File: src/rtl/tga_rle_pkg.sv
// ----------------------------------------------------------------------------
// TGA truecolor RLE decoder package
// Shared register indexes, packet constants and the result record.
// ----------------------------------------------------------------------------
package tga_rle_pkg;

  // Configuration register indexes
  typedef enum logic [1:0] {
    CFG_RLE_MODE        = 2'd0,
    CFG_BYTES_PER_PIXEL = 2'd1,
    CFG_IMAGE_WIDTH     = 2'd2,
    CFG_IMAGE_HEIGHT    = 2'd3
  } cfg_index_t;

  localparam int unsigned CFG_WIDTH = 16;

  // Packet header: bit 7 set marks a run packet, run length is code minus 127
  localparam logic [7:0] RUN_BIAS = 8'd127;

  // One decoded color with its repeat count
  typedef struct packed {
    logic [7:0] red;
    logic [7:0] green;
    logic [7:0] blue;
    logic [7:0] alpha;
    logic [7:0] repeat_count;
    logic       image_last;
  } result_t;

endpackage

File: src/rtl/tga_truecolor_rle_decoder.sv
// ----------------------------------------------------------------------------
// TGA truecolor RLE decoder
// Turns the pixel-data byte stream of a TGA truecolor image into RGBA results.
// ----------------------------------------------------------------------------
// One input byte is taken per clock, every clock, unless the result side has
// both the output register and the skid register full. Packet header bytes
// and all but the last byte of a pixel produce no result; the last byte of a
// pixel produces one result, registered into the output register, or into the
// skid register while the output register is held. Each result is one
// raw/plain pixel (repeat count 1) or one whole run packet, with the repeat
// count clipped to the pixels left in the image; image_last marks the result
// that completes width*height pixels, and the next byte starts a new image.
// The pixel total is multiplied and registered in the same edge as a width or
// height write, so an item may follow a configuration write directly.
module tga_truecolor_rle_decoder (
  input  logic                               clk,
  input  logic                               rst_n,
  // configuration
  input  logic                               cfg_we,
  input  logic [1:0]                         cfg_index,
  input  logic [tga_rle_pkg::CFG_WIDTH-1:0]  cfg_wdata,
  // input byte channel
  input  logic                               in_valid,
  output logic                               in_stall,
  input  logic [7:0]                         in_byte,
  // result channel
  output logic                               out_valid,
  input  logic                               out_stall,
  output logic [7:0]                         out_red,
  output logic [7:0]                         out_green,
  output logic [7:0]                         out_blue,
  output logic [7:0]                         out_alpha,
  output logic [7:0]                         out_repeat_count,
  output logic                               out_image_last
);

  // --------------------------------------------------------------------------
  // Configuration registers
  // --------------------------------------------------------------------------
  logic        rle_mode_r,  rle_mode_nxt;
  logic [2:0]  bpp_r,       bpp_nxt;
  logic [15:0] width_r,     width_nxt;
  logic [15:0] height_r,    height_nxt;
  logic [31:0] total_r;

  always_comb begin
    rle_mode_nxt = rle_mode_r;
    bpp_nxt      = bpp_r;
    width_nxt    = width_r;
    height_nxt   = height_r;
    if (cfg_we) begin
      case (tga_rle_pkg::cfg_index_t'(cfg_index))
        tga_rle_pkg::CFG_RLE_MODE:        rle_mode_nxt = cfg_wdata[0];
        tga_rle_pkg::CFG_BYTES_PER_PIXEL: bpp_nxt      = cfg_wdata[2:0];
        tga_rle_pkg::CFG_IMAGE_WIDTH:     width_nxt    = cfg_wdata;
        tga_rle_pkg::CFG_IMAGE_HEIGHT:    height_nxt   = cfg_wdata;
        default: ;
      endcase
    end
  end

  always_ff @(posedge clk) begin
    if (!rst_n) begin
      rle_mode_r <= 1'b1;
      bpp_r      <= 3'd4;
      width_r    <= 16'd1;
      height_r   <= 16'd1;
      total_r    <= 32'd1;
    end else begin
      rle_mode_r <= rle_mode_nxt;
      bpp_r      <= bpp_nxt;
      width_r    <= width_nxt;
      height_r   <= height_nxt;
      // pixel total follows the written dimensions in the same edge
      total_r    <= {16'd0, width_nxt} * {16'd0, height_nxt};
    end
  end

  // --------------------------------------------------------------------------
  // Decode state
  // --------------------------------------------------------------------------
  logic [7:0]  packet_left_r, packet_left_nxt;
  logic        packet_raw_r,  packet_raw_nxt;
  logic [1:0]  byte_pos_r,    byte_pos_nxt;
  logic [23:0] held_r,        held_nxt;
  logic [31:0] done_r,        done_nxt;

  logic                 in_xfer;
  logic                 four;
  logic [1:0]           last_pos;
  logic                 is_header;
  logic                 is_gather;
  logic                 emit;
  logic [32:0]          diff;
  logic                 total_gt;
  logic [31:0]          remaining;
  logic                 rem_small;
  logic [7:0]           rep;
  logic                 last;
  tga_rle_pkg::result_t res;

  assign in_xfer   = in_valid && !in_stall;
  assign four      = bpp_r[2];
  assign last_pos  = four ? 2'd3 : 2'd2;
  assign is_header = rle_mode_r && (packet_left_r == 8'd0);
  assign is_gather = !is_header && (byte_pos_r < last_pos);
  assign emit      = in_xfer && !is_header && !is_gather;

  // pixels left in the image, at least one
  assign diff      = {1'b0, total_r} - {1'b0, done_r};
  assign total_gt  = !diff[32] && (diff[31:0] != 32'd0);
  assign remaining = total_gt ? diff[31:0] : 32'd1;
  assign rem_small = (remaining[31:8] == 24'd0);

  // repeat count: runs are clipped to what is left of the image
  always_comb begin
    if (rle_mode_r && !packet_raw_r) begin
      if (!rem_small || (packet_left_r < remaining[7:0])) rep = packet_left_r;
      else rep = remaining[7:0];
    end else begin
      rep = 8'd1;
    end
  end

  assign last = rem_small && (rep >= remaining[7:0]);

  // result record for the current byte
  always_comb begin
    res.red          = four ? held_r[23:16] : in_byte;
    res.green        = held_r[15:8];
    res.blue         = held_r[7:0];
    res.alpha        = four ? in_byte : 8'd0;
    res.repeat_count = rep;
    res.image_last   = last;
  end

  // next decode state
  always_comb begin
    packet_left_nxt = packet_left_r;
    packet_raw_nxt  = packet_raw_r;
    byte_pos_nxt    = byte_pos_r;
    held_nxt        = held_r;
    done_nxt        = done_r;
    if (in_xfer) begin
      if (is_header) begin
        packet_raw_nxt  = !in_byte[7];
        packet_left_nxt = in_byte[7] ? (in_byte - tga_rle_pkg::RUN_BIAS) : (in_byte + 8'd1);
        byte_pos_nxt    = 2'd0;
      end else if (is_gather) begin
        case (byte_pos_r)
          2'd0:    held_nxt = {16'd0, in_byte};
          2'd1:    held_nxt = {held_r[23:16], in_byte, held_r[7:0]};
          default: held_nxt = {in_byte, held_r[15:0]};
        endcase
        byte_pos_nxt = byte_pos_r + 2'd1;
      end else if (last) begin
        packet_left_nxt = 8'd0;
        packet_raw_nxt  = 1'b0;
        byte_pos_nxt    = 2'd0;
        held_nxt        = 24'd0;
        done_nxt        = 32'd0;
      end else begin
        if (rle_mode_r) begin
          packet_left_nxt = packet_raw_r ? (packet_left_r - 8'd1) : 8'd0;
        end
        done_nxt     = done_r + {24'd0, rep};
        byte_pos_nxt = 2'd0;
      end
    end
  end

  always_ff @(posedge clk) begin
    if (!rst_n) begin
      packet_left_r <= 8'd0;
      packet_raw_r  <= 1'b0;
      byte_pos_r    <= 2'd0;
      held_r        <= 24'd0;
      done_r        <= 32'd0;
    end else begin
      packet_left_r <= packet_left_nxt;
      packet_raw_r  <= packet_raw_nxt;
      byte_pos_r    <= byte_pos_nxt;
      held_r        <= held_nxt;
      done_r        <= done_nxt;
    end
  end

  // --------------------------------------------------------------------------
  // Output register with skid stage
  // --------------------------------------------------------------------------
  logic                 out_valid_r;
  logic                 skid_valid_r;
  tga_rle_pkg::result_t out_r;
  tga_rle_pkg::result_t skid_r;
  logic                 out_free;

  assign out_free = !out_valid_r || !out_stall;
  assign in_stall = skid_valid_r;

  always_ff @(posedge clk) begin
    if (!rst_n) begin
      out_valid_r  <= 1'b0;
      skid_valid_r <= 1'b0;
    end else if (out_free) begin
      if (skid_valid_r) begin
        out_valid_r  <= 1'b1;
        skid_valid_r <= emit;
      end else begin
        out_valid_r  <= emit;
      end
    end else if (emit) begin
      skid_valid_r <= 1'b1;
    end
  end

  // payload moves without reset
  always_ff @(posedge clk) begin
    if (out_free) begin
      if (skid_valid_r) begin
        out_r <= skid_r;
        if (emit) skid_r <= res;
      end else if (emit) begin
        out_r <= res;
      end
    end else if (emit) begin
      skid_r <= res;
    end
  end

  assign out_valid        = out_valid_r;
  assign out_red          = out_r.red;
  assign out_green        = out_r.green;
  assign out_blue         = out_r.blue;
  assign out_alpha        = out_r.alpha;
  assign out_repeat_count = out_r.repeat_count;
  assign out_image_last   = out_r.image_last;

  // --------------------------------------------------------------------------
  // Assertions
  // --------------------------------------------------------------------------
  // skid stage only fills behind a held output register
  a_skid_behind_out: assert property (@(posedge clk) disable iff (!rst_n)
    skid_valid_r |-> out_valid_r)
    else $error("skid register full while output register empty");

  // every result covers at least one pixel
  a_rep_nonzero: assert property (@(posedge clk) disable iff (!rst_n)
    out_valid_r |-> (out_r.repeat_count != 8'd0))
    else $error("result with zero repeat count");

  // finishing an image restarts the pixel count
  a_image_restart: assert property (@(posedge clk) disable iff (!rst_n)
    (emit && last) |=> (done_r == 32'd0) && (packet_left_r == 8'd0))
    else $error("state not cleared after end of image");

endmodule
File: config.mk
export PLATFORM = sky130hd
export DESIGN_NAME = tga_truecolor_rle_decoder
export DESIGN_NICKNAME = d
export VERILOG_FILES = /design/src/rtl/tga_rle_pkg.sv /design/src/rtl/tga_truecolor_rle_decoder.sv
export SDC_FILE = /design/constraint.sdc
export NUM_CORES = 1
export LEC_CHECK = 0
export BUFFER_PORTS_ARGS = -buffer_cell sky130_fd_sc_hd__clkbuf_2
export CAP_MARGIN = 20
export CORE_ASPECT_RATIO = 1.25
export CORE_MARGIN = 8
export CORE_UTILIZATION = 45
export CTS_BUF_LIST = sky130_fd_sc_hd__clkbuf_4
export CTS_CLUSTER_DIAMETER = 60
export DETAILED_ROUTE_END_ITERATION = 12
export PLACE_DENSITY = 0.66
export RECOVER_POWER = 50
export SLEW_MARGIN = 30
export SYNTH_ARGS = -nofsm -noshare
export SYNTH_HDL_FRONTEND = slang
export SYNTH_SLANG_ARGS = --single-unit
File: constraint.sdc
create_clock -name clk -period 9 [get_ports clk]
set_clock_uncertainty 0.2 [all_clocks]
set_input_delay 1.8 -clock clk [delete_from_list [all_inputs] [get_ports clk]]
set_output_delay 1.8 -clock clk [all_outputs]
set_load 0.03 [all_outputs]
==> results of run 1 <==
-- where the power goes --
part	switching (mW)	leakage [nW]	internal, mW
clock network	0.457	0.468	0.489
registers	0.0447	1.83	1.09
logic	0.854	7.28	0.529
total	1.36	9.58	2.11
-- worst paths after layout --
path / startpoint / endpoint / slack [ps] / cells after the start
worst min-delay path: held_r[4] / skid_r[21] / 260 / 0
worst min register to register: held_r[4] / skid_r[21] / 260 / 0
worst max register to register: done_r[27] / done_r[31] / 650 / 32
worst max-delay path: done_r[27] / done_r[31] / 650 / 32
-- cells by family (layout without fill, tap and decap cells) --
kind of cell | after synthesis | after routing | share of synthesized area [%]
xor gates and xnor gates | 74 | 74 | 3.34
muxes | 106 | 106 | 5.97
and+or+nand+nor | 675 | 675 | 15.4
other | 0 | 3 | 0
adders and majority gates | 360 | 360 | 30.8
buffers and inverters | 366 | 529 | 7.20
DFF | 217 | 217 | 26.6
AOI/OAI and AO/OA | 316 | 316 | 10.7
-- cells in the final DEF, fill, tap and decap left out, types with 16 or more instances in the layout --
master | synthesis | routed
a21o_1 | 31 | 31
nand3_1 | 38 | 38
mux2i_1 | 28 | 28
o21ai_0 | 53 | 53
xor2_1 | 16 | 16
o22ai_1 | 19 | 19
xnor2_1 | 58 | 58
nand2b_1 | 24 | 24
fa_1 | 196 | 196
ha_1 | 164 | 164
dfxtp_1 | 135 | 135
clkbuf_4 | 0 | 83
o21a_1 | 16 | 16
nor2_1 | 211 | 211
inv_1 | 292 | 292
mux2_2 | 78 | 72
edfxtp_1 | 82 | 82
buf_4 | 1 | 48
a21oi_1 | 90 | 88
nor3_1 | 27 | 27
clkbuf_2 | 0 | 37
and2_1 | 33 | 32
clkbuf_1 | 59 | 41
nand2_1 | 265 | 265
-- final cells by class --
cell class	count	area, um^2	share of cell area [%]
Multi-Input combinational cell	1531	12900	60.1
Sequential cell	217	5160	24.1
Inverter	292	1100	5.11
Timing Repair Buffer	131	800	3.72
Tap cell	565	707	3.29
Clock buffer	83	623	2.90
Clock inverter	23	169	0.787
Antenna cell	3	7.51	0.0350
-- per-stage QoR --
stage          worst slack (ps)  area (um^2)
2_1_floorplan               301        19400
3_3_place_gp                142        20700
3_5_place_dp               79.6        20700
4_1_cts                     573        21500
5_1_grt                    75.1        21500
6_report                    646        21500
-- cells in the mapped netlist, drive strengths merged (9+ instances only) --
library cell    n  area (um^2)
o21a           16          120
buf            15         81.3
o211ai         15          113
o21ai          55          275
mux2i          28          280
nor3           27          135
and3           13         81.3
dfxtp         135         2700
clkbuf         59          221
xor2           16          140
inv           292         1100
and2           33          206
ha            164         2050
a32oi           9         78.8
a21o           31          233
xnor2          58          508
nor2b          11         68.8
edfxtp         82         2460
nor2          211          792
nor4           10         62.6
fa            196         3920
nand4          15         93.8
a21oi          90          450
nand3          39          200
nand2b         24          150
o31ai          12          104
nand2         266         1000
o22ai          19          119
mux2           78          878
a211oi         11         92.6
-- sequential cells by signal, summed over array words and instances (netlist names) --
signal / flops
held_r: 24
width_r: 16
out_image_last: 1
out_red: 8
out_repeat_count: 8
in_stall: 1
skid_r: 41
out_alpha: 8
packet_raw_r: 1
packet_left_r: 8
rle_mode_r: 1
bpp_r: 1
out_valid: 1
byte_pos_r: 2
total_r: 32
height_r: 16
done_r: 32
out_blue: 8
out_green: 8
-- routing by layer --
| metal | wire length [um] | up-vias | track usage, % |
|---|---|---|---|
| li1 | - | 7295 | - |
| met1 | 21400 | 7648 | 24.1 |
| met2 | 27100 | 465 | 39.2 |
| met3 | 2510 | 119 | 3.34 |
| met4 | 2440 | 0 | 10.0 |
| met5 | 0 | - | 0 |
-- critical path, delay by kind of cell, from the launching register on --
kind,cells,cell delay [ps]
buf+inv,2,210
compound gates,16,3130
flops,1,330
fa+ha+maj,3,960
simple gates,10,3120
xor+xnor,1,190
==> flow_summary.html, run 1 <==
<table>
<tr><th>Metric</th><th>Value</th></tr>
<tr><th colspan="2">GRT</th></tr>
<tr><td>Via count of the first global-routing pass</td><td>16400</td></tr>
<tr><td>Wire length of the first global-routing pass</td><td>86100 um</td></tr>
<tr><td>Total Routing Usage GR</td><td>21.4%</td></tr>
<tr><td>Largest net degree at the start of global routing</td><td>60</td></tr>
<tr><td>Residual overflow from global routing</td><td>0</td></tr>
<tr><td>Initial antenna violation count</td><td>2</td></tr>
<tr><th colspan="2">Setup path</th></tr>
<tr><td>Crit path launch type</td><td>flip-flop</td></tr>
<tr><td>Kind of end point of the critical path</td><td>flip-flop</td></tr>
<tr><td>Library cell appearing most often on the critical path</td><td>a21oi_1</td></tr>
<tr><td>CP Max Fanout</td><td>9</td></tr>
<tr><td>Setup CP Type</td><td>flip-flop to flip-flop</td></tr>
<tr><td>Max stage delay on crit path</td><td>790 ps</td></tr>
<tr><td>Cell with the biggest individual delay on the critical path</td><td>nor4_2</td></tr>
<tr><td>Signal arrival time at the worst endpoint</td><td>8810 ps</td></tr>
<tr><td>Required time at the worst-slack endpoint</td><td>9450 ps</td></tr>
<tr><th colspan="2">Finish</th></tr>
<tr><td>Count of filler cells inserted in the layout</td><td>4072</td></tr>
<tr><td>Ratio of cells with drive above 1 in the final layout</td><td>12.0%</td></tr>
<tr><td>Area overhead of the layout relative to synthesis</td><td>10.5%</td></tr>
<tr><td>Final #Nets</td><td>2621</td></tr>
<tr><td>Number of non-filler instances in the completed layout</td><td>2845</td></tr>
<tr><td>Utilization after layout</td><td>50.1%</td></tr>
<tr><th colspan="2">Logic synthesis</th></tr>
<tr><td>Synthesized instance count</td><td>2114</td></tr>
<tr><td>Predominant post-synthesis flop cell</td><td>dfxtp_1</td></tr>
<tr><td>Total standard cell area after synthesis</td><td>0.0194 mm^2</td></tr>
<tr><td>Library cells used by synthesis</td><td>75</td></tr>
<tr><td>Average instance area after synthesis</td><td>9.19 um^2</td></tr>
<tr><td>Share of flip-flops with an asynchronous set or reset</td><td>0%</td></tr>
<tr><td>Number of nets produced by synthesis</td><td>2505</td></tr>
<tr><td>Number of enable-type register cells in the synthesized netlist</td><td>82</td></tr>
<tr><td>Yosys synthesis warning count</td><td>0</td></tr>
<tr><td>Flops &amp; latches, synth</td><td>217</td></tr>
<tr><td>Register area share after synthesis</td><td>26.6%</td></tr>
<tr><th colspan="2">Power</th></tr>
<tr><td>Leakage</td><td>9.58 nW</td></tr>
<tr><td>Power density over cell area</td><td>161 mW/mm^2</td></tr>
<tr><td>Max IR drop VDD</td><td>0.000163 V</td></tr>
<tr><td>Total chip power</td><td>3.47 mW</td></tr>
<tr><th colspan="2">Timing</th></tr>
<tr><td>Final critical-path share of the clock period</td><td>92.8%</td></tr>
<tr><td>Setup-failing EPs final</td><td>0</td></tr>
<tr><td>Smallest hold slack</td><td>259 ps</td></tr>
<tr><td>Final critical-path required period</td><td>8350 ps</td></tr>
<tr><td>Unrepaired setup endpoints after global routing</td><td>false</td></tr>
<tr><td>Maximum frequency from static timing analysis</td><td>120 MHz</td></tr>
<tr><td>Number of failing hold endpoints at the final stage</td><td>0</td></tr>
<tr><td>Number of slew-limit violations in the final report</td><td>145</td></tr>
<tr><td>Fin Setup TNS</td><td>0 ps</td></tr>
<tr><td>Worst-Margin Slew</td><td>3430 ps</td></tr>
<tr><td>Relative slew margins</td><td>-129%</td></tr>
<tr><th colspan="2">Detailed routing</th></tr>
<tr><td>Via count</td><td>15500</td></tr>
<tr><td>Avg WL per Cell</td><td>18.8 um</td></tr>
<tr><td>Number of iterations in the first detailed-routing pass</td><td>5</td></tr>
<tr><td>Final wirelength</td><td>53400 um</td></tr>
<tr><td>Residual DRC</td><td>0</td></tr>
<tr><td>DRT antenna net count</td><td>0</td></tr>
<tr><td>Violation count after the first detailed-routing iteration</td><td>741</td></tr>
<tr><td>Detailed-route vias per instance</td><td>5.46</td></tr>
<tr><th colspan="2">Run status</th></tr>
<tr><td>Outcome</td><td>finished, violations left</td></tr>
<tr><td>Violations in the final reports</td><td>capacitance limit, slew limit</td></tr>
<tr><th colspan="2">Floorplan</th></tr>
<tr><td>Die H</td><td>248 um</td></tr>
<tr><td>Row cnt</td><td>85</td></tr>
<tr><td>Initial Utilization</td><td>45.3%</td></tr>
<tr><td>IO Pins</td><td>74</td></tr>
<tr><td>Core footprint</td><td>0.0429 mm^2</td></tr>
<tr><td>Horizontal die dimension</td><td>202 um</td></tr>
<tr><td>Die area</td><td>0.0501 mm^2</td></tr>
<tr><th colspan="2">Flow run</th></tr>
<tr><td>Max Cap Violations</td><td>3</td></tr>
<tr><th colspan="2">Clock tree</th></tr>
<tr><td>Buffer type at the clock tree root</td><td>clkbuf_4</td></tr>
<tr><td>Maximum number of buffers from clock root to sink</td><td>3</td></tr>
<tr><td>Clock latency on the worst-skew pair</td><td>840 ps</td></tr>
<tr><td>Clock Pin Slew Worst Setup and Hold Paths</td><td>70 ps</td></tr>
<tr><td>Clock sink count</td><td>217</td></tr>
<tr><td>Htree depth</td><td>2</td></tr>
<tr><td>Clock tree from TritonCTS</td><td>done</td></tr>
<tr><td>TritonCTS Buffers</td><td>57</td></tr>
<tr><td>CTS Hold Bufs</td><td>0</td></tr>
<tr><td>Post-CTS setup-driven buffer insertion count</td><td>0</td></tr>
<tr><td>Cts repair resizes</td><td>0</td></tr>
<tr><th colspan="2">Min path</th></tr>
<tr><td>Hold Path Class</td><td>flip-flop to flip-flop</td></tr>
<tr><th colspan="2">Placed design</th></tr>
<tr><td>Number of buffers added on ports</td><td>73</td></tr>
<tr><td>GPL Wtd Cong</td><td>0.942</td></tr>
<tr><td>Detailed placement HPWL</td><td>42300 um</td></tr>
<tr><td>Placed Instances</td><td>2736</td></tr>
</table>
Note: power is estimated with default switching activity, not from simulation.
==> inputs of run 2 (changes only) <==
--- a/config.mk
+++ b/config.mk
@@ -14,7 +14,6 @@
 export CTS_CLUSTER_DIAMETER = 60
 export DETAILED_ROUTE_END_ITERATION = 12
 export PLACE_DENSITY = 0.66
-export RECOVER_POWER = 50
 export SLEW_MARGIN = 30
 export SYNTH_ARGS = -nofsm -noshare
 export SYNTH_HDL_FRONTEND = slang
==> flow_summary.html, run 2 (synthesized netlist as in run 1, its figures left out) <==
<table>
<tr><th>Metric</th><th>Value</th></tr>
<tr><th colspan="2">Setup path</th></tr>
<tr><td>FF-to-FF Start</td><td>total_r[0]</td></tr>
<tr><td>Cell with the biggest individual delay on the critical path</td><td>nor4_2</td></tr>
<tr><td>Signal arrival time at the worst endpoint</td><td>8820 ps</td></tr>
<tr><td>Max stage delay on crit path</td><td>790 ps</td></tr>
<tr><td>Kind of end point of the critical path</td><td>flip-flop</td></tr>
<tr><td>R2r setup slk</td><td>630 ps</td></tr>
<tr><td>Library cell appearing most often on the critical path</td><td>a21oi_1</td></tr>
<tr><td>Endpoint of the worst-slack reg-to-reg timing path</td><td>done_r[31]</td></tr>
<tr><td>Depth of the worst register-to-register path</td><td>33</td></tr>
<tr><td>Worst path bufs/invs</td><td>1</td></tr>
<tr><td>Gate family responsible for the most delay along the worst path</td><td>compound AO/OA/AOI/OAI gates</td></tr>
<tr><td>CP Max Fanout</td><td>8</td></tr>
<tr><td>Setup CP Type</td><td>flip-flop to flip-flop</td></tr>
<tr><td>Crit path launch type</td><td>flip-flop</td></tr>
<tr><td>Required time at the worst-slack endpoint</td><td>9450 ps</td></tr>
<tr><th colspan="2">Timing</th></tr>
<tr><td>Final critical-path share of the clock period</td><td>93.0%</td></tr>
<tr><td>Worst-Margin Slew</td><td>969 ps</td></tr>
<tr><td>Fin Setup TNS</td><td>0 ps</td></tr>
<tr><td>Unrepaired setup endpoints after global routing</td><td>false</td></tr>
<tr><td>Setup-failing EPs final</td><td>0</td></tr>
<tr><td>Maximum frequency from static timing analysis</td><td>120 MHz</td></tr>
<tr><td>Number of failing hold endpoints at the final stage</td><td>0</td></tr>
<tr><td>Number of slew-limit violations in the final report</td><td>0</td></tr>
<tr><td>Relative slew margins</td><td>34.9%</td></tr>
<tr><td>Final critical-path required period</td><td>8370 ps</td></tr>
<tr><th colspan="2">Floorplan</th></tr>
<tr><td>IO Pins</td><td>74</td></tr>
<tr><td>Core footprint</td><td>0.0429 mm^2</td></tr>
<tr><td>Initial Utilization</td><td>45.3%</td></tr>
<tr><td>Die H</td><td>248 um</td></tr>
<tr><td>Row cnt</td><td>85</td></tr>
<tr><td>Horizontal die dimension</td><td>202 um</td></tr>
<tr><td>Die area</td><td>0.0501 mm^2</td></tr>
<tr><th colspan="2">Detailed routing</th></tr>
<tr><td>Number of iterations in the first detailed-routing pass</td><td>5</td></tr>
<tr><td>DRT antenna net count</td><td>0</td></tr>
<tr><td>Avg WL per Cell</td><td>18.8 um</td></tr>
<tr><td>Final wirelength</td><td>53400 um</td></tr>
<tr><td>Residual DRC</td><td>0</td></tr>
<tr><td>Via count</td><td>15500</td></tr>
<tr><td>Detailed-route vias per instance</td><td>5.45</td></tr>
<tr><td>Violation count after the first detailed-routing iteration</td><td>661</td></tr>
<tr><th colspan="2">Placed design</th></tr>
<tr><td>Detailed placement HPWL</td><td>42300 um</td></tr>
<tr><td>GPL Wtd Cong</td><td>0.942</td></tr>
<tr><td>Number of buffers added on ports</td><td>73</td></tr>
<tr><th colspan="2">Clock tree</th></tr>
<tr><td>Buffer type at the clock tree root</td><td>clkbuf_4</td></tr>
<tr><td>Maximum number of buffers from clock root to sink</td><td>3</td></tr>
<tr><td>Clock sink count</td><td>217</td></tr>
<tr><td>TritonCTS Buffers</td><td>57</td></tr>
<tr><td>Clock latency on the worst-skew pair</td><td>840 ps</td></tr>
<tr><td>Htree depth</td><td>2</td></tr>
<tr><td>Clock Pin Slew Worst Setup and Hold Paths</td><td>70 ps</td></tr>
<tr><td>Post-CTS setup-driven buffer insertion count</td><td>0</td></tr>
<tr><td>Clock tree from TritonCTS</td><td>done</td></tr>
<tr><th colspan="2">Min path</th></tr>
<tr><td>Number of stages on the worst hold path</td><td>0</td></tr>
<tr><td>Sink of the worst hold path</td><td>skid_r[21]</td></tr>
<tr><td>Hold Crit Start</td><td>held_r[4]</td></tr>
<tr><td>Hold Path Class</td><td>flip-flop to flip-flop</td></tr>
<tr><th colspan="2">Finish</th></tr>
<tr><td>Final #Nets</td><td>2621</td></tr>
<tr><td>Count of filler cells inserted in the layout</td><td>4047</td></tr>
<tr><td>Most common library cell in the layout ignoring fill and taps</td><td>inv_1</td></tr>
<tr><td>Most frequent cells in the layout</td><td>inv_1, nand2_1, nor2_1, fa_1, ha_1</td></tr>
<tr><td>Most flops, register</td><td>skid_r</td></tr>
<tr><td>Largest registers ranked by flip-flop count</td><td>skid_r (41), done_r (32), total_r (32)</td></tr>
<tr><td>Ratio of cells with drive above 1 in the final layout</td><td>14.2%</td></tr>
<tr><td>Number of flip-flops in the largest register</td><td>41</td></tr>
<tr><td>Area overhead of the layout relative to synthesis</td><td>10.9%</td></tr>
<tr><th colspan="2">GRT</th></tr>
<tr><td>Initial antenna violation count</td><td>2</td></tr>
<tr><td>Wire length of the first global-routing pass</td><td>86100 um</td></tr>
<tr><td>Residual overflow from global routing</td><td>0</td></tr>
<tr><td>Via count of the first global-routing pass</td><td>16400</td></tr>
<tr><td>Largest net degree at the start of global routing</td><td>60</td></tr>
<tr><td>Total Routing Usage GR</td><td>21.4%</td></tr>
<tr><th colspan="2">Run status</th></tr>
<tr><td>Outcome</td><td>finished, final reports clean</td></tr>
<tr><th colspan="2">Flow run</th></tr>
<tr><td>Max Cap Violations</td><td>0</td></tr>
<tr><th colspan="2">Power</th></tr>
<tr><td>Max IR drop VDD</td><td>0.000163 V</td></tr>
<tr><td>Leakage</td><td>9.70 nW</td></tr>
<tr><td>Total chip power</td><td>3.47 mW</td></tr>
<tr><td>Power density over cell area</td><td>161 mW/mm^2</td></tr>
</table>
-- run 2: layer usage --
metal  track usage, %  share of wire, %  vias to the layer above
li1                 -                 -                     7292
met1             24.1                39                     7584
met2             39.2                51                      500
met3             3.34               5.3                      116
met4             10.0               4.5                        0
met5                0                 0                        -
-- run 2: worst max-delay path by stage --
| stage | start | end | slack, ps | cells after the start |
|---|---|---|---|---|
| after floorplan | cfg_index[0] | total_r[30] | 300 | 29 |
| after global placement | cfg_index[0] | total_r[30] | 140 | 27 |
| after detailed placement | cfg_index[0] | total_r[30] | 80 | 27 |
| after CTS | total_r[0] | done_r[30] | 570 | 33 |
| after global routing | done_r[27] | done_r[17] | 80 | 34 |
| final | total_r[0] | done_r[31] | 630 | 33 |
-- run 2: timing repair --
item | 4_1_cts | 5_1_grt
gates resized for setup | 0 | 1
endpoints found under the setup margin | 0 | 1
hold buffers | 0 | 0
-- run 2: per-stage QoR --
stage | area, um^2 | hold WS, ps | cells | utilization [%] | worst slack, ps
6_report | 21500 | 259 | 2845 | 50.2 | 634
5_1_grt | 21500 | 277 | 2845 | 50.2 | 83.9
4_1_cts | 21500 | 262 | 2842 | 50.2 | 573
3_5_place_dp | 20700 | 246 | 2736 | 48.4 | 79.6
3_3_place_gp | 20700 | 240 | 2736 | 48.3 | 142
2_1_floorplan | 19400 | 226 | 2114 | - | 301
-- run 2: power breakdown --
| group | total [mW] | internal, mW | switching (mW) |
|---|---|---|---|
| clock | 0.947 | 0.489 | 0.458 |
| combinational | 1.39 | 0.530 | 0.855 |
| sequential | 1.14 | 1.09 | 0.0448 |
-- run 2: area by class of cell --
cell class	instances	area (um^2)	share of cell area, %
Tap cell	565	707	3.28
Inverter	292	1100	5.09
Multi-Input combinational cell	1531	12900	59.9
Clock buffer	83	623	2.89
Antenna cell	3	7.51	0.0349
Timing Repair Buffer	131	863	4.01
Sequential cell	217	5170	24.0
Clock inverter	23	169	0.784
==> inputs of run 3 (changes only) <==
--- a/config.mk
+++ b/config.mk
@@ -7,7 +7,7 @@
 export LEC_CHECK = 0
 export BUFFER_PORTS_ARGS = -buffer_cell sky130_fd_sc_hd__clkbuf_2
 export CAP_MARGIN = 20
-export CORE_ASPECT_RATIO = 1.25
+export CORE_ASPECT_RATIO = 0.8
 export CORE_MARGIN = 8
 export CORE_UTILIZATION = 45
 export CTS_BUF_LIST = sky130_fd_sc_hd__clkbuf_4
==> flow_summary.html, run 3 (synthesized netlist as in run 1, its figures left out) <==
<table>
<tr><th>Metric</th><th>Value</th></tr>
<tr><th colspan="2">Clock tree</th></tr>
<tr><td>Clock tree from TritonCTS</td><td>done</td></tr>
<tr><td>Maximum number of buffers from clock root to sink</td><td>3</td></tr>
<tr><td>Htree depth</td><td>2</td></tr>
<tr><td>Post-CTS setup-driven buffer insertion count</td><td>0</td></tr>
<tr><td>TritonCTS Buffers</td><td>57</td></tr>
<tr><td>CTS Hold Bufs</td><td>0</td></tr>
<tr><td>Clock latency on the worst-skew pair</td><td>730 ps</td></tr>
<tr><td>Clock sink count</td><td>217</td></tr>
<tr><td>Clock Pin Slew Worst Setup and Hold Paths</td><td>70 ps</td></tr>
<tr><td>Buffer type at the clock tree root</td><td>clkbuf_4</td></tr>
<tr><th colspan="2">Timing</th></tr>
<tr><td>Number of failing hold endpoints at the final stage</td><td>0</td></tr>
<tr><td>Fin Setup TNS</td><td>0 ps</td></tr>
<tr><td>Final critical-path required period</td><td>8310 ps</td></tr>
<tr><td>Worst-Margin Slew</td><td>843 ps</td></tr>
<tr><td>Setup-failing EPs final</td><td>0</td></tr>
<tr><td>Relative slew margins</td><td>43.3%</td></tr>
<tr><td>Unrepaired setup endpoints after global routing</td><td>false</td></tr>
<tr><td>Final critical-path share of the clock period</td><td>92.3%</td></tr>
<tr><td>Maximum frequency from static timing analysis</td><td>120 MHz</td></tr>
<tr><td>Number of slew-limit violations in the final report</td><td>0</td></tr>
<tr><th colspan="2">Detailed routing</th></tr>
<tr><td>Avg WL per Cell</td><td>18.2 um</td></tr>
<tr><td>Number of iterations in the first detailed-routing pass</td><td>5</td></tr>
<tr><td>Detailed-route vias per instance</td><td>5.46</td></tr>
<tr><td>Via count</td><td>15500</td></tr>
<tr><td>Violation count after the first detailed-routing iteration</td><td>924</td></tr>
<tr><td>Final wirelength</td><td>51400 um</td></tr>
<tr><td>Residual DRC</td><td>0</td></tr>
<tr><td>DRT antenna net count</td><td>0</td></tr>
<tr><th colspan="2">Finish</th></tr>
<tr><td>Design Area, Final</td><td>0.0214 mm^2</td></tr>
<tr><td>Number of flip-flops in the largest register</td><td>41</td></tr>
<tr><td>Most flops, register</td><td>skid_r</td></tr>
<tr><td>Count of filler cells inserted in the layout</td><td>4068</td></tr>
<tr><td>Most common library cell in the layout ignoring fill and taps</td><td>inv_1</td></tr>
<tr><td>Area occupied by multi-input gates</td><td>0.0129 mm^2</td></tr>
<tr><td>Final #Nets</td><td>2622</td></tr>
<tr><td>Area overhead of the layout relative to synthesis</td><td>10.2%</td></tr>
<tr><td>Ratio of cells with drive above 1 in the final layout</td><td>13.8%</td></tr>
<tr><td>FF+latch area</td><td>0.00517 mm^2</td></tr>
<tr><td>Most frequent cells in the layout</td><td>inv_1, nand2_1, nor2_1, fa_1, ha_1</td></tr>
<tr><td>Largest registers ranked by flip-flop count</td><td>skid_r (41), done_r (32), total_r (32)</td></tr>
<tr><th colspan="2">Power</th></tr>
<tr><td>Power density over cell area</td><td>157 mW/mm^2</td></tr>
<tr><td>Leakage</td><td>9.63 nW</td></tr>
<tr><td>Max IR drop VDD</td><td>0.000127 V</td></tr>
<tr><td>Total chip power</td><td>3.37 mW</td></tr>
<tr><th colspan="2">Floorplan</th></tr>
<tr><td>Die area</td><td>0.0501 mm^2</td></tr>
<tr><td>Horizontal die dimension</td><td>248 um</td></tr>
<tr><td>Row cnt</td><td>68</td></tr>
<tr><td>Core footprint</td><td>0.0429 mm^2</td></tr>
<tr><td>IO Pins</td><td>74</td></tr>
<tr><td>Initial Utilization</td><td>45.3%</td></tr>
<tr><td>Die H</td><td>202 um</td></tr>
<tr><th colspan="2">Flow run</th></tr>
<tr><td>Max Cap Violations</td><td>0</td></tr>
<tr><th colspan="2">Placed design</th></tr>
<tr><td>Number of buffers added on ports</td><td>73</td></tr>
<tr><td>Instance area after placement</td><td>0.0207 mm^2</td></tr>
<tr><td>GPL Wtd Cong</td><td>0.913</td></tr>
<tr><td>Detailed placement HPWL</td><td>40800 um</td></tr>
<tr><th colspan="2">Setup path</th></tr>
<tr><td>Kind of end point of the critical path</td><td>flip-flop</td></tr>
<tr><td>Endpoint of the worst-slack reg-to-reg timing path</td><td>done_r[30]</td></tr>
<tr><td>Max stage delay on crit path</td><td>540 ps</td></tr>
<tr><td>Signal arrival time at the worst endpoint</td><td>8700 ps</td></tr>
<tr><td>Startpoint of the worst setup timing path</td><td>total_r[0]</td></tr>
<tr><td>Crit path launch type</td><td>flip-flop</td></tr>
<tr><td>R2r setup slk</td><td>690 ps</td></tr>
<tr><td>Destination of the critical timing path</td><td>done_r[30]</td></tr>
<tr><td>Library cell appearing most often on the critical path</td><td>a21o_1</td></tr>
<tr><td>CP Max Fanout</td><td>8</td></tr>
<tr><td>Depth of the worst register-to-register path</td><td>35</td></tr>
<tr><td>FF-to-FF Start</td><td>total_r[0]</td></tr>
<tr><td>Setup CP Type</td><td>flip-flop to flip-flop</td></tr>
<tr><td>Required time at the worst-slack endpoint</td><td>9400 ps</td></tr>
<tr><td>Cell with the biggest individual delay on the critical path</td><td>or4_4</td></tr>
<tr><th colspan="2">GRT</th></tr>
<tr><td>Initial antenna violation count</td><td>2</td></tr>
<tr><td>Wire length of the first global-routing pass</td><td>85300 um</td></tr>
<tr><td>Total Routing Usage GR</td><td>21.1%</td></tr>
<tr><td>Residual overflow from global routing</td><td>0</td></tr>
<tr><td>Via count of the first global-routing pass</td><td>16400</td></tr>
<tr><td>Largest net degree at the start of global routing</td><td>60</td></tr>
<tr><th colspan="2">Min path</th></tr>
<tr><td>Hold Path Class</td><td>flip-flop to flip-flop</td></tr>
<tr><th colspan="2">Run status</th></tr>
<tr><td>Outcome</td><td>finished, final reports clean</td></tr>
</table>
==> run 3: area by class of cell <==
cell class              instances  area share, %
multi-input cells            1531           60.3
flip-flops and latches        217           24.1
inverters                     292           5.12
repair buffers                132           3.99
well taps                     560           3.27
clock buffers                  79           2.77
clock inverters                19          0.404
diodes                          2         0.0234
==> run 3: how the worst min path moves through the flow <==
stage | from | end | slack [ps] | cells after the start
2_1_floorplan | held_r[0] | skid_r[17] | 230 | 0
3_3_place_gp | held_r[1] | skid_r[18] | 240 | 0
3_5_place_dp | held_r[7] | skid_r[24] | 250 | 0
4_1_cts | held_r[4] | skid_r[21] | 260 | 0
5_1_grt | held_r[4] | skid_r[21] | 260 | 0
6_report | held_r[4] | skid_r[21] | 250 | 0
==> run 3: layer usage <==
metal  part of all wire [%]  vias up  GRT usage (%)
met5                  0.029        -              0
met4                    2.3        2           5.82
met3                    7.6       94           4.09
met2                     45      513           34.5
met1                     45     7568           28.4
li1                       -     7287              -
==> run 3: worst max-delay path, delay by kind of cell (launching register included) <==
| kind | cells | cell delay (ps) |
|---|---|---|
| XOR/XNOR | 1 | 180 |
| AND/OR/NAND/NOR | 8 | 1610 |
| adder cells (fa/ha/maj) | 5 | 1510 |
| flip-flops | 1 | 300 |
| buffers and inverters | 2 | 260 |
| AO/OA/AOI/OAI | 19 | 4080 |
==> run 3: power breakdown <==
group          internal (mW)  leakage, nW  total [mW]  switching [mW]
registers               1.09         1.83        1.14          0.0458
clock network          0.405        0.407       0.828           0.423
logic                  0.531         7.40        1.40           0.870
total                   2.03         9.63        3.37            1.34
==> run 3: stage by stage <==
step / setup WS, ps / std cells / utilization, % / hold WS (ps)
6_report: 695 / 2832 / 49.9 / 248
4_1_cts: 594 / 2830 / 49.9 / 256
3_5_place_dp: 50.7 / 2732 / 48.3 / 248
2_1_floorplan: 301 / 2114 / - / 226
3_3_place_gp: 133 / 2731 / 48.2 / 239
5_1_grt: 86.7 / 2832 / 49.9 / 260
==> run 3: repair_timing <==
| action | in CTS | in global routing |
|---|---|---|
| resized for setup | 0 | 1 |
| endpoints found under the hold margin | 0 | 0 |
| setup endpoints to repair | 0 | 2 |
